**config.mk**
```make
export PLATFORM = sky130hd
export DESIGN_NAME = yuv422_to_rgb_pair
export DESIGN_NICKNAME = d
export VERILOG_FILES = /design/src/rtl/yrgb_pkg.sv /design/src/rtl/yrgb_chroma.sv /design/src/rtl/yrgb_lane.sv /design/src/rtl/yuv422_to_rgb_pair.sv
export SDC_FILE = /design/constraint.sdc
export NUM_CORES = 1
export LEC_CHECK = 0
export BUFFER_PORTS_ARGS = -buffer_cell sky130_fd_sc_hd__buf_2
export CAP_MARGIN = 30
export CORE_UTILIZATION = 53
export DETAILED_ROUTE_END_ITERATION = 6
export PLACE_DENSITY = 0.74
export SYNTH_ARGS = -nofsm -noshare
export SYNTH_HDL_FRONTEND = slang
export SYNTH_SLANG_ARGS = --single-unit
```
**constraint.sdc**
```tcl
create_clock -name clk -period 6.8 [get_ports clk]
set_input_delay 2.04 -clock clk [delete_from_list [all_inputs] [get_ports clk]]
set_output_delay 2.04 -clock clk [all_outputs]
set_load 0.02 [all_outputs]
```
**src/rtl/yrgb_pkg.sv**
```systemverilog
// shared constants, types and helpers for the yuv 4:2:2 to rgb pair converter
`default_nettype none
package yrgb_pkg;

	// byte order codes
	localparam logic ORDER_YUYV = 1'b0;
	localparam logic ORDER_UYVY = 1'b1;

	// q15 chroma coefficients
	localparam logic [16:0] CoefRv = 17'd37221;
	localparam logic [16:0] CoefGu = 17'd12975;
	localparam logic [16:0] CoefGv = 17'd18949;
	localparam logic [16:0] CoefBu = 17'd66883;
	localparam logic [7:0]  ChromaMid = 8'd128;
	localparam int unsigned FracBits = 15;

	typedef logic signed [8:0]  chroma_t;
	typedef logic signed [25:0] prod_t;
	typedef logic signed [9:0]  offset_t;
	typedef logic signed [10:0] chan_t;

	typedef struct packed {
		offset_t red;
		offset_t green;
		offset_t blue;
	} offsets_t;

	typedef struct packed {
		logic [7:0] red;
		logic [7:0] green;
		logic [7:0] blue;
	} rgb_t;

	// clamp a widened channel to 0..255
	function automatic logic [7:0] sat8(input chan_t x);
		logic [7:0] r;
		if (x < 0) begin
			r = 8'd0;
		end else if (x > 11'sd255) begin
			r = 8'd255;
		end else begin
			r = x[7:0];
		end
		return r;
	endfunction

	// centre an unsigned chroma byte
	function automatic chroma_t centre(input logic [7:0] c);
		return $signed({1'b0, c}) - $signed({1'b0, ChromaMid});
	endfunction

endpackage
`default_nettype wire

```
**src/rtl/yrgb_chroma.sv**
```systemverilog
// shared chroma products and per-channel luma offsets, two pipeline stages
`default_nettype none
module yrgb_chroma (
	input  wire logic             clk,
	input  wire logic             en_s2,
	input  wire logic             en_s3,
	input  wire yrgb_pkg::chroma_t du,
	input  wire yrgb_pkg::chroma_t dv,
	output yrgb_pkg::offsets_t    offsets
);
	import yrgb_pkg::*;

	prod_t p_rv_s2;
	prod_t p_gu_s2;
	prod_t p_gv_s2;
	prod_t p_bu_s2;
	prod_t g_sum;
	prod_t r_shift;
	prod_t g_shift;
	prod_t b_shift;
	offsets_t off_s3;

	// one multiply per coefficient, registered
	always_ff @(posedge clk) begin
		if (en_s2) begin
			p_rv_s2 <= prod_t'(dv) * prod_t'($signed({1'b0, CoefRv}));
			p_gu_s2 <= prod_t'(du) * prod_t'($signed({1'b0, CoefGu}));
			p_gv_s2 <= prod_t'(dv) * prod_t'($signed({1'b0, CoefGv}));
			p_bu_s2 <= prod_t'(du) * prod_t'($signed({1'b0, CoefBu}));
		end
	end

	// arithmetic shift gives the floor of the q15 product
	always_comb begin
		g_sum   = p_gu_s2 + p_gv_s2;
		r_shift = p_rv_s2 >>> FracBits;
		g_shift = g_sum >>> FracBits;
		b_shift = p_bu_s2 >>> FracBits;
	end

	always_ff @(posedge clk) begin
		if (en_s3) begin
			off_s3.red   <= r_shift[9:0];
			off_s3.green <= g_shift[9:0];
			off_s3.blue  <= b_shift[9:0];
		end
	end

	assign offsets = off_s3;

endmodule
`default_nettype wire

```
**src/rtl/yrgb_lane.sv**
```systemverilog
// one pixel lane: luma plus chroma offsets, saturated to eight bits
`default_nettype none
module yrgb_lane (
	input  wire logic [7:0]         luma,
	input  wire yrgb_pkg::offsets_t offsets,
	output yrgb_pkg::rgb_t          rgb
);
	import yrgb_pkg::*;

	chan_t y_w;
	chan_t r_w;
	chan_t g_w;
	chan_t b_w;

	always_comb begin
		y_w = $signed({3'b000, luma});
		r_w = y_w + chan_t'(offsets.red);
		g_w = y_w - chan_t'(offsets.green);
		b_w = y_w + chan_t'(offsets.blue);
		rgb.red   = sat8(r_w);
		rgb.green = sat8(g_w);
		rgb.blue  = sat8(b_w);
	end

endmodule
`default_nettype wire

```
**src/rtl/yuv422_to_rgb_pair.sv**
```systemverilog
// top level: packed 4:2:2 macropixel in, two rgb888 pixels out
//
//  channel | handshake           | payload
//  --------+---------------------+---------------------------------------------
//  input   | in_valid / in_stall | first_byte..fourth_byte, last_in
//  output  | out_valid/out_stall | first_/second_ red, green, blue, last_out
//  config  | cfg_valid/cfg_ready | cfg_data (byte order, 0 = yuyv, 1 = uyvy)
//
// one item per clock sustained while out_stall stays low
// each item passes the unpack, chroma multiply, shift/sum and lane/output stages
// each stage loads when empty or when the stage after it moves on, so
// bubbles close up and a stalled result only holds back the full stages
// arst_n clears the valid flags and the byte order register
`default_nettype none
module yuv422_to_rgb_pair (
	input  wire logic       clk,
	input  wire logic       arst_n,
	// configuration
	input  wire logic       cfg_valid,
	output logic            cfg_ready,
	input  wire logic       cfg_data,
	// input item
	input  wire logic       in_valid,
	output logic            in_stall,
	input  wire logic [7:0] first_byte,
	input  wire logic [7:0] second_byte,
	input  wire logic [7:0] third_byte,
	input  wire logic [7:0] fourth_byte,
	input  wire logic       last_in,
	// result item
	output logic            out_valid,
	input  wire logic       out_stall,
	output logic [7:0]      first_red,
	output logic [7:0]      first_green,
	output logic [7:0]      first_blue,
	output logic [7:0]      second_red,
	output logic [7:0]      second_green,
	output logic [7:0]      second_blue,
	output logic            last_out
);
	import yrgb_pkg::*;

	logic byte_order_q;

	// stage valids
	logic v_s1, v_s2, v_s3, v_s4;
	logic rdy_s1, rdy_s2, rdy_s3, rdy_s4;

	// stage 1: unpacked samples
	logic [7:0] y0_s1, y1_s1;
	chroma_t    du_s1, dv_s1;
	logic       last_s1;

	// luma and flag travel alongside the chroma stages
	logic [7:0] y0_s2, y1_s2, y0_s3, y1_s3;
	logic       last_s2, last_s3, last_s4;

	logic [7:0] y0_w, y1_w, u_w, v_w;
	offsets_t   offsets_w;
	rgb_t       rgb0_w, rgb1_w;
	rgb_t       rgb0_s4, rgb1_s4;

	// configuration register, always writable
	assign cfg_ready = 1'b1;

	always_ff @(posedge clk or negedge arst_n) begin
		if (!arst_n) begin
			byte_order_q <= ORDER_YUYV;
		end else if (cfg_valid && cfg_ready) begin
			byte_order_q <= cfg_data;
		end
	end

	// backpressure chain from the output register back to the input
	assign rdy_s4   = !v_s4 || !out_stall;
	assign rdy_s3   = !v_s3 || rdy_s4;
	assign rdy_s2   = !v_s2 || rdy_s3;
	assign rdy_s1   = !v_s1 || rdy_s2;
	assign in_stall = !rdy_s1;

	always_ff @(posedge clk or negedge arst_n) begin
		if (!arst_n) begin
			v_s1 <= 1'b0;
			v_s2 <= 1'b0;
			v_s3 <= 1'b0;
			v_s4 <= 1'b0;
		end else begin
			if (rdy_s1) begin
				v_s1 <= in_valid;
			end
			if (rdy_s2) begin
				v_s2 <= v_s1;
			end
			if (rdy_s3) begin
				v_s3 <= v_s2;
			end
			if (rdy_s4) begin
				v_s4 <= v_s3;
			end
		end
	end

	// byte order select
	always_comb begin
		case (byte_order_q)
			ORDER_UYVY: begin
				u_w  = first_byte;
				y0_w = second_byte;
				v_w  = third_byte;
				y1_w = fourth_byte;
			end
			default: begin
				y0_w = first_byte;
				u_w  = second_byte;
				y1_w = third_byte;
				v_w  = fourth_byte;
			end
		endcase
	end

	always_ff @(posedge clk) begin
		if (in_valid && rdy_s1) begin
			y0_s1   <= y0_w;
			y1_s1   <= y1_w;
			du_s1   <= centre(u_w);
			dv_s1   <= centre(v_w);
			last_s1 <= last_in;
		end
		if (rdy_s2) begin
			y0_s2   <= y0_s1;
			y1_s2   <= y1_s1;
			last_s2 <= last_s1;
		end
		if (rdy_s3) begin
			y0_s3   <= y0_s2;
			y1_s3   <= y1_s2;
			last_s3 <= last_s2;
		end
	end

	// shared chroma path, stages 2 and 3
	yrgb_chroma u_chroma (
		.clk     (clk),
		.en_s2   (rdy_s2),
		.en_s3   (rdy_s3),
		.du      (du_s1),
		.dv      (dv_s1),
		.offsets (offsets_w)
	);

	// two pixel lanes share the offsets
	yrgb_lane u_lane0 (
		.luma    (y0_s3),
		.offsets (offsets_w),
		.rgb     (rgb0_w)
	);

	yrgb_lane u_lane1 (
		.luma    (y1_s3),
		.offsets (offsets_w),
		.rgb     (rgb1_w)
	);

	// merge both lanes into the output register
	always_ff @(posedge clk) begin
		if (rdy_s4) begin
			rgb0_s4 <= rgb0_w;
			rgb1_s4 <= rgb1_w;
			last_s4 <= last_s3;
		end
	end

	assign out_valid    = v_s4;
	assign first_red    = rgb0_s4.red;
	assign first_green  = rgb0_s4.green;
	assign first_blue   = rgb0_s4.blue;
	assign second_red   = rgb1_s4.red;
	assign second_green = rgb1_s4.green;
	assign second_blue  = rgb1_s4.blue;
	assign last_out     = last_s4;

endmodule
`default_nettype wire

```
# Word-level counts from Yosys, hierarchy flattened
# Index checks and enable logic that the tools add are counted.
word_totals:
  elab_cells: 76
  input_bits: 39
  regBits: 252
op_classes:
  muxes: 10
  magnitude_cmp: 12
  mul: 4
  n_addsub: 9
  reduce_logical: 11
op_table:
  columns: ["operator", "n"]
  rows:
  - ["two-way mux 8 bit", 10]
  - ["greater-than comparator 11 x 9 -> 1 bit (second input constant)", 6]
  - ["less-than comparator 11 x 1 -> 1 bit (second input constant)", 6]
  - ["adder 9 x 10 -> 11 bit", 4]
  - ["adder 24 x 25 -> 25 bit", 1]
  - ["multiplier 9 x 16 -> 25 bit (second input constant)", 1]
  - ["multiplier 9 x 17 -> 25 bit (second input constant)", 1]
  - ["multiplier 9 x 18 -> 25 bit (second input constant)", 1]
  - ["multiplier 9 x 15 -> 24 bit (second input constant)", 1]
  - ["subtractor 9 x 10 -> 11 bit", 2]
  - ["subtractor 8 x 8 -> 9 bit (second input constant)", 2]
  - ["logical NOT 1 bit", 6]
  - ["logical OR 1 bit", 4]
  - ["logical AND 1 bit", 1]

# Depth between registers and ports, before layout
# Gate-level depths: netlist of the first run.
logic_depth:
  ltp_word: 6
  ltp_mapped: 18
  depth_no_buf: 18

# Modules after synthesis
# Synthesis of the first run repeated with hierarchy kept, for this count alone.
unflattened:
  cells_unflattened: 1754
  hier_area_um2: 19668.9
modules_own_cells:
  columns: ["mod", "seq_area_each_um2", "cells_each", "area_each_um2", "n_inst"]
  rows:
  - ["yrgb_chroma", 2972.9, 1033, 11676.2, 1]
  - ["yuv422_to_rgb_pair", 3608.5, 170, 4215.3, 1]
  - ["yrgb_lane (u_lane1)", 0.0, 277, 1921.8, 1]
  - ["yrgb_lane (u_lane0)", 0.0, 274, 1855.5, 1]

# Worst setup path after synthesis of the first run
# OpenSTA, ideal clock, no wires.
synth_timing:
  path_type: "register to register"
  start: "register du_s1[7]"
  end: "register, netlist name u_chroma.p_gu_s2[23]"
  t_arrival_ns: 5.004
  slack_ns: 1.531
  n_path_buf: 0
  t_required_ns: 6.534
  setup_time_ns: 0.266
  synth_period_minus_slack_ns: 5.269
  stages_incl_launch_ff: 18
  path_cell_list: "edfxtp_1 > inv_1 > ha_1 > ha_1 > fa_1 > inv_1 > fa_1 > inv_1 > fa_1 > ha_1 > o21ai_0 > a21oi_1 > o211a_1 > o21ai_2 > o21ai_1 > a311o_1 > nand4_1 > or3b_1"
synth_via:
  elab_chain_len: 1
synth_rtl:
  columns: ["item", "line_no", "source"]
  rows:
  - ["start, declared", "yuv422_to_rgb_pair.sv:51", "chroma_t du_s1, dv_s1;"]
  - ["start signal, assigned", "yuv422_to_rgb_pair.sv:125", "du_s1 <= centre(u_w);"]
  - ["multiplier 9 x 15 -> 24 bit", "yrgb_chroma.sv:27", "p_gu_s2 <= prod_t'(du) * prod_t'($signed({1'b0, CoefGu}));"]
# Every way passes these cells.
# A chain may end at the register's enable or synchronous reset.

# Worst setup path after layout of the first run
layout_timing:
  start: "register du_s1[6]"
  end: "register u_chroma.p_gu_s2[22] (data pin)"
layout_via:
  elab_chain_len: 1
layout_rtl:
  columns: ["item", "line_no", "source"]
  rows:
  - ["multiplier 9 x 15 -> 24 bit", "yrgb_chroma.sv:27", null]
  - ["end signal, assigned", "yrgb_chroma.sv:27", null]
  - ["end, declared", "yrgb_chroma.sv:14", "prod_t p_gu_s2;"]
# Every way passes these cells.

==> results of run 1 <==
cells in the final DEF (no fill, tap or decap), drive strengths merged, types with 9 or more instances in the layout:
cell type and n:
a21o 44, a21oi 72, and3 10, buf 96
clkbuf 30, edfxtp 215, fa 74, ha 350
inv 167, mux2 31, nand2 42, nand2b 13
nand3 13, nor2 77, nor2b 18, nor3 23
o21a 47, o21ai 58, o21bai 9, xnor2 55
xor2 25
power by group:
group | internal [mW] | switching [mW] | total [mW]
clock | 0.768 | 0.540 | 1.31
combinational | 2.08 | 2.68 | 4.76
sequential | 2.23 | 0.240 | 2.48
synth_stat cells, drive strengths merged, types with 4 or more instances:
master     n
a211o      5
o211a      5
mux2      31
nor2b     18
nand4      8
and3      10
o31ai      4
xor2      25
dfrtp      5
a21boi     4
o21bai     9
o211ai     7
nand3     13
a21o      44
nand2b    13
o41ai      4
clkbuf    10
nor2      77
nor3      23
fa        74
a21oi     72
edfxtp   215
a2111oi    5
o21ai     58
mux2i      4
o21a      47
and2       8
xnor2     55
nand2     42
inv      164
a211oi     8
ha       350
or3        6
a31oi      8
worst reg2reg max path, cell delays in order, from the launching register on:
cell and delay, ns:
sky130_fd_sc_hd__edfxtp_1 0.69, sky130_fd_sc_hd__inv_1 0.13, sky130_fd_sc_hd__ha_1 0.46, sky130_fd_sc_hd__ha_1 0.28
sky130_fd_sc_hd__fa_1 0.52, sky130_fd_sc_hd__inv_1 0.06, sky130_fd_sc_hd__fa_1 0.52, sky130_fd_sc_hd__inv_1 0.05
sky130_fd_sc_hd__fa_1 0.45, sky130_fd_sc_hd__ha_1 0.35, sky130_fd_sc_hd__o21ai_0 0.23, sky130_fd_sc_hd__a21oi_1 0.10
sky130_fd_sc_hd__o41ai_1 0.59, sky130_fd_sc_hd__o311ai_1 0.29, sky130_fd_sc_hd__a311oi_1 0.50, sky130_fd_sc_hd__o311ai_0 0.19
metal layers:
layer,global-route usage,vias up
met2,0.361,203
met4,0.0467,0
met5,0,-
li1,-,5662
met1,0.269,5410
met3,0.0271,30
cell type report:
| class | instances | share of cell area |
|---|---|---|
| multi-input cells | 1087 | 0.531 |
| clock inverters | 15 | 0.00763 |
| inverters | 164 | 0.0318 |
| well taps | 442 | 0.0286 |
| repair buffers | 96 | 0.0264 |
| flip-flops and latches | 220 | 0.340 |
| clock buffers | 30 | 0.0338 |
kinds of logic (layout without fill, tap and decap cells):
kind of cell / after synthesis / count (layout)
compound gates: 310 / 310
xor+xnor: 80 / 80
fa+ha+maj: 424 / 424
buf+inv: 176 / 305
flops: 220 / 220
mux: 35 / 35
other cells: 1 / 1
simple gates: 237 / 237
final timing paths:
path,endpoint,cells after the start
setup reg to reg,u_chroma.p_gu_s2[22],15
hold / removal,y0_s3[3],0
min in group asynchronous,v_s1,1
max in group asynchronous,out_valid,1
setup / recovery,u_chroma.p_gu_s2[22],15
hold reg to reg,y0_s3[3],0
state kept, by name, indices dropped and copies added (netlist names), 10 cells and up:
register	count
u_chroma.p_gv_s2	25
u_chroma.p_bu_s2	12
u_chroma.p_rv_s2	10
u_chroma.offsets	30
u_chroma.p_gu_s2	22
==> results by group, run 1 <==
Final layout
  – Final layout net count: 2057
  – Layout overhead on the synthesized area: 10.4%
  – Final core area utilization: 0.594
  – Fill cell instance count of the final layout: 2660
  – Cell Count, Final, Fillers Out: 2054
  – Share of post-route cells with drive strength above 1: 0.113
  – Count of antenna diodes in the layout: 0
  – Multi-input gate area: 10300 µm²
  – Cell area after layout: 19300 µm²
  – Footprint of the flip-flops and latches: around 6600 µm²

Yosys
  – Post-Synthesis Mean Instance Area: about 12 µm²
  – Dominant combinational cell family by area after synthesis: adder cells
  – Yosys top cell by area: sky130_fd_sc_hd__edfxtp_1
  – Synthesized-area fraction occupied by xor and xnor cells: 0.0400
  – Largest cells by area after synthesis: sky130_fd_sc_hd__edfxtp_1 (37%), sky130_fd_sc_hd__ha_1 (25%), sky130_fd_sc_hd__fa_1 (8.5%)
  – Total of warnings raised by yosys: 0
  – Adder-cell share of the synthesized area: 0.335
  – Post-synth ARST share: 0.0227
  – Area share of the leading cell type in the synthesized netlist: 0.369
  – Number of enable flip-flop cells after synthesis: roughly 220
  – Post-synth cell types: 72
  – Number of synthesized register bits: 220
  – Proportion of synthesized chip area in sequential cells: 0.376
  – Netlist area before placement: around 18000 µm²
  – Most used flip-flop cell after synthesis: sky130_fd_sc_hd__edfxtp_1
  – Area fraction in and, or, nand and nor cells after synthesis: 0.0665
  – Post-synthesis compound-gate area fraction: 0.123
  – Multiplexer fraction of the synthesized cell area: 0.0222
  – Mapped Nets: between 1500 and 2000
  – Instance count of the mapped netlist: 1483

Clock network
  – Cts bufs inserted: 25
  – Longest Clk Path Bufs: 3
  – Number of post-CTS setup repair buffers: 0
  – Clock transition at the registers of the reported paths: approximately 0.06 ns
  – Sinks on the clock net: between 200 and 250
  – H-tree level count: 1
  – Number of buffers inserted by hold repair at cts: 0
  – Worst-skew pair later-pin latency: 0.52 ns
  – CTS tree: built
  – CTS root buffer: sky130_fd_sc_hd__clkbuf_16
  – Gates resized, CTS repair: 0

Worst setup path
  – CP arrival: 5.93 ns
  – Max stage delay on crit path: roughly 0.69 ns
  – Category of cells accounting for the largest share of critical-path delay: adder cells
  – Worst setup path category: register to register
  – Launching point of the worst reg2reg path: du_s1[6]
  – Type of destination of the critical path: register
  – Setup slack of the most critical reg-to-reg path: between 1 and 1.5 ns
  – Critical Path Start: du_s1[6]
  – Endpoint required time on the critical path: 7.04 ns
  – CP max-delay cell: sky130_fd_sc_hd__edfxtp_1
  – Critical Path Start Type: register
  – Top fanout value on the critical path: 10
  – CP Cell Sequence: inv_1 > ha_1 > ha_1 > fa_1 > inv_1 > fa_1 > inv_1 > fa_1 > ha_1 > o21ai_0 > a21oi_1 > o41ai_1 > o311ai_1 > a311oi_1 > o311ai_0
  – Number of buffer and inverter instances along the worst setup path: 3

Route
  – Post-route met1 wirelength: around 15000 µm
  – Number of remaining DRC errors: 0
  – Wirelength per Cell: 16.3 µm
  – Antenna-violating nets left: 0
  – Routed length on met3: 1300 µm
  – Met2 WL: 16500 µm
  – Final routed wirelength across all metal layers: roughly 33000 µm
  – Drt via density: between 5 and 6
  – Detailed Routing Iterations Pass 1: 7
  – Total number of vias: between 10000 and 15000
  – First DRT Iteration DRCs: between 400 and 500
  – Top layer used by detailed routing: met4

Timing
  – Final worst-path cycle share: 0.837
  – Final setup slack of the worst path: ~1.1 ns
  – Max Transition Viols Final: 0
  – Period minus WS final: 5.69 ns
  – Max-slew headroom: 0.462
  – Actual slew at the worst max-slew pin: just over 0.8 ns
  – Max frequency: 176 MHz
  – Final setup violation count: 0
  – Number of hold violations in the final report: 0
  – Setup TNS Final: 0 ns
  – RSZ-0062 raised after global routing: false
  – WHS: 0.412 ns
  – Post-Route Skew: 0.0136 ns

Global routing
  – Tot GR Track Use: 0.206
  – Total congestion overflow: 0
  – Vias in the first global route: between 10000 and 15000
  – Pin count of the biggest net entering global routing: 48
  – Global-route wire length before repair: roughly 55000 µm
  – Initial antenna violation count: 0

Worst hold path
  – Worst min-delay path startpoint: y0_s2[3]
  – Hold WC Path Type: register to register

Placed design
  – Half-perimeter wire length of the detailed placement result: 26800 µm
  – Placement-stage worst setup slack: approximately 1.2 ns
  – Routability-driven placement congestion ratio: between 0.8 and 0.9
  – Placed cell area: roughly 19000 µm²
  – Placed insts: 2009
  – IO Port Bufs: 89

Job
  – Number of max-cap violations: 0

Die
  – CORE AREA: between 30000 and 40000 µm²
  – I/O pin count: 91
  – Die Wd: 184 µm
  – Standard-cell rows: 66
  – Die Y: 184 µm
  – Die ar.: about 34000 µm²
  – Starting density of the core: 0.538

Power
  – Worst voltage drop across the vdd grid: 0.198 mV
  – Leakage power total: around 9 nW
  – Pwr per Cell Area: between 400 and 500 nW/µm²
  – Final Power: about 8.5 mW

Run status
  – Result of the run: completed
(Power assumes the default switching activity.)
==> run 2: changes to the inputs <==
Clock period 6.8 ns to 5.3 ns, I/O delays scaled along.
==> run 2 against run 1 <==
Against the previous run: non-clock buffer count rose by 15; sequential cell count stayed put; combinational power is 30% higher; global-route usage grew 0.20 points; hold slack got worse by 0.0020 ns; wire length increased by 1.3%; maximum frequency grew 11%; clock-buffer cell count increased by 1; register-to-register slack got worse by 0.94 ns; first-iteration DRC count grew 0.40%; largest cell class unchanged; largest power group unchanged.
==> results by group, run 2 (synthesis results as in run 1) <==
Run status
  – Result of the run: completed (unchanged)

Worst setup path
  – Top fanout value on the critical path: 5 (was 10)
  – CP arrival: 5.39 ns (was 5.93 ns)
  – Worst setup path category: register to register (unchanged)
  – Type of destination of the critical path: register (unchanged)
  – Critical Path Start Type: register (unchanged)
  – Endpoint required time on the critical path: 5.56 ns (was 7.04 ns)

Global routing
  – Global-route track usage on met3: 0.0295 (was 0.0271)
  – Pin count of the biggest net entering global routing: 76 (was 48)
  – Fraction of met1 tracks used by global routing: 0.278 (was 0.269)
  – Initial antenna violation count: 1 (was 0)
  – Busiest layer in global routing: met2 (unchanged)
  – Vias in the first global route: 11100 (about the same)
  – Tot GR Track Use: 0.208 (was 0.206)
  – Global-route wire length before repair: 55500 µm (was 55000 µm)
  – Met2 Resource Use GR: 0.356 (was 0.361)
  – Total congestion overflow: 0 (unchanged)

Clock network
  – CTS tree: built (unchanged)
  – Cts bufs inserted: 25 (unchanged)
  – Longest Clk Path Bufs: 3 (unchanged)
  – Worst-skew pair later-pin latency: 0.51 ns (was 0.52 ns)
  – Number of buffers inserted by hold repair at cts: 0 (unchanged)
  – H-tree level count: 1 (unchanged)
  – Number of post-CTS setup repair buffers: 0 (unchanged)
  – Sinks on the clock net: 220 (unchanged)
  – CTS root buffer: sky130_fd_sc_hd__clkbuf_16 (unchanged)
  – Gates resized, CTS repair: 0 (unchanged)
  – Clock transition at the registers of the reported paths: 0.06 ns (about the same)

Timing
  – Max frequency: 195 MHz (was 176 MHz)
  – WHS: 0.410 ns (was 0.412 ns)
  – Max Transition Viols Final: 0 (unchanged)
  – Post-Route Skew: 0.0104 ns (was 0.0136 ns)
  – Period minus WS final: 5.13 ns (was 5.69 ns)
  – Actual slew at the worst max-slew pin: 0.874 ns (was 0.807 ns)
  – RSZ-0062 raised after global routing: true (was false)
  – Final setup slack of the worst path: 0.170 ns (was 1.11 ns)
  – Final setup violation count: 0 (unchanged)
  – Number of hold violations in the final report: 0 (unchanged)
  – Max-slew headroom: 0.417 (was 0.462)
  – Final worst-path cycle share: 0.968 (was 0.837)
  – Setup TNS Final: 0 ns (unchanged)

Placed design
  – IO Port Bufs: 89 (unchanged)
  – Placement-stage worst setup slack: 0.0728 ns (was 1.17 ns)
  – Half-perimeter wire length of the detailed placement result: 27300 µm (was 26800 µm)
  – Routability-driven placement congestion ratio: 0.925 (was 0.891)

Power
  – Final Power: 11.2 mW (was 8.54 mW)
  – Pwr per Cell Area: 571 nW/µm² (was 442 nW/µm²)
  – Worst voltage drop across the vdd grid: 0.234 mV (was 0.198 mV)
  – Leakage power total: 9.12 nW (was 9.00 nW)

Final layout
  – Share of post-route cells with drive strength above 1: 0.124 (was 0.113)
  – Count of antenna diodes in the layout: 0 (unchanged)
  – Flip-flop count of the largest register after layout: 30 (unchanged)
  – Fill cell instance count of the final layout: 2618 (was 2660)
  – Footprint of the flip-flops and latches: 6580 µm² (unchanged)
  – Final layout net count: 2072 (was 2057)
  – Layout overhead on the synthesized area: 11.7% (was 10.4%)
  – Most common cell after layout, fill and taps aside: sky130_fd_sc_hd__ha_1 (unchanged)
  – Multi-input gate area: 10300 µm² (about the same)
  – Most frequent cells in the layout: sky130_fd_sc_hd__ha_1 (349), sky130_fd_sc_hd__edfxtp_1 (215), sky130_fd_sc_hd__inv_1 (163), sky130_fd_sc_hd__buf_2 (89), sky130_fd_sc_hd__nor2_1 (77) (was sky130_fd_sc_hd__ha_1 (350), sky130_fd_sc_hd__edfxtp_1 (215), sky130_fd_sc_hd__inv_1 (163), sky130_fd_sc_hd__buf_2 (89), sky130_fd_sc_hd__nor2_1 (77))

Worst hold path
  – Hold WC Path Type: register to register (unchanged)

Route
  – Drt via density: 5.46 (was 5.50)
  – Total number of vias: 11300 (about the same)
  – Wirelength per Cell: 16.4 µm (was 16.3 µm)
  – Final routed wirelength across all metal layers: 33900 µm (was 33400 µm)
  – Number of remaining DRC errors: 0 (unchanged)
  – Detailed Routing Iterations Pass 1: 5 (was 7)
  – First DRT Iteration DRCs: 496 (was 494)
  – Antenna-violating nets left: 0 (unchanged)

Die
  – I/O pin count: 91 (unchanged)
  – CORE AREA: 32500 µm² (unchanged)
  – Die Wd: 184 µm (unchanged)
  – Die ar.: 33800 µm² (unchanged)
  – Die Y: 184 µm (unchanged)
  – Standard-cell rows: 66 (unchanged)
  – Starting density of the core: 0.538 (unchanged)

Job
  – Number of max-cap violations: 0 (unchanged)
==> run 2: final timing paths <==
kind | start | to | slack [ns] | cells past startpoint
min | y1_s1[0] | y1_s2[0] | 0.41 | 0
max | du_s1[5] | u_chroma.p_gu_s2[23] | 0.17 | 17
min reg2reg | y1_s1[0] | y1_s2[0] | 0.41 | 0
max in group asynchronous | arst_n | v_s3 | 4.29 | 1
max reg2reg | du_s1[5] | u_chroma.p_gu_s2[23] | 0.17 | 17
min in group asynchronous | arst_n | v_s1 | 0.88 | 1
==> run 2: critical path: stages (launching register included) <==
cell	delay (ns)
sky130_fd_sc_hd__edfxtp_1	0.46
sky130_fd_sc_hd__buf_4	0.20
sky130_fd_sc_hd__fa_1	0.52
sky130_fd_sc_hd__ha_1	0.16
sky130_fd_sc_hd__inv_1	0.06
sky130_fd_sc_hd__fa_1	0.50
sky130_fd_sc_hd__inv_1	0.05
sky130_fd_sc_hd__fa_1	0.43
sky130_fd_sc_hd__fa_1	0.44
sky130_fd_sc_hd__ha_1	0.37
sky130_fd_sc_hd__o21ai_2	0.20
sky130_fd_sc_hd__a21oi_1	0.10
sky130_fd_sc_hd__o211a_1	0.27
sky130_fd_sc_hd__o21ai_2	0.17
sky130_fd_sc_hd__o21ai_1	0.13
sky130_fd_sc_hd__a311o_1	0.38
sky130_fd_sc_hd__nand4_1	0.09
sky130_fd_sc_hd__or3b_1	0.35
==> run 2: final cells by class <==
cell class | count | share of cell area
clock inverter | 12 | 0.00979
multi-input combinational | 1087 | 0.526
inverter | 164 | 0.0315
sequential | 220 | 0.336
clock buffer | 31 | 0.0347
timing repair buffer | 111 | 0.0329
tap | 442 | 0.0283
==> run 2: routing by layer <==
metal / wire length, µm / up-vias
li1: - / 5689
met5: 12 / -
met3: 1420 / 40
met2: 16500 / 178
met4: 620 / 2
met1: 15400 / 5387
==> run 2: through the flow <==
stage	cells	area (µm²)	util
6_report	2067	19600	0.601
5_1_grt	2067	19600	0.601
4_1_cts	2066	19500	0.600
3_5_place_dp	2023	18600	0.573
3_3_place_gp	2022	18600	0.572
2_1_floorplan	1483	17500	-
==> run 2: power breakdown <==
part | switching (mW) | internal [mW]
combinational | 3.48 | 2.72
clock | 0.663 | 1.14
sequential | 0.292 | 2.87
total | 4.43 | 6.73
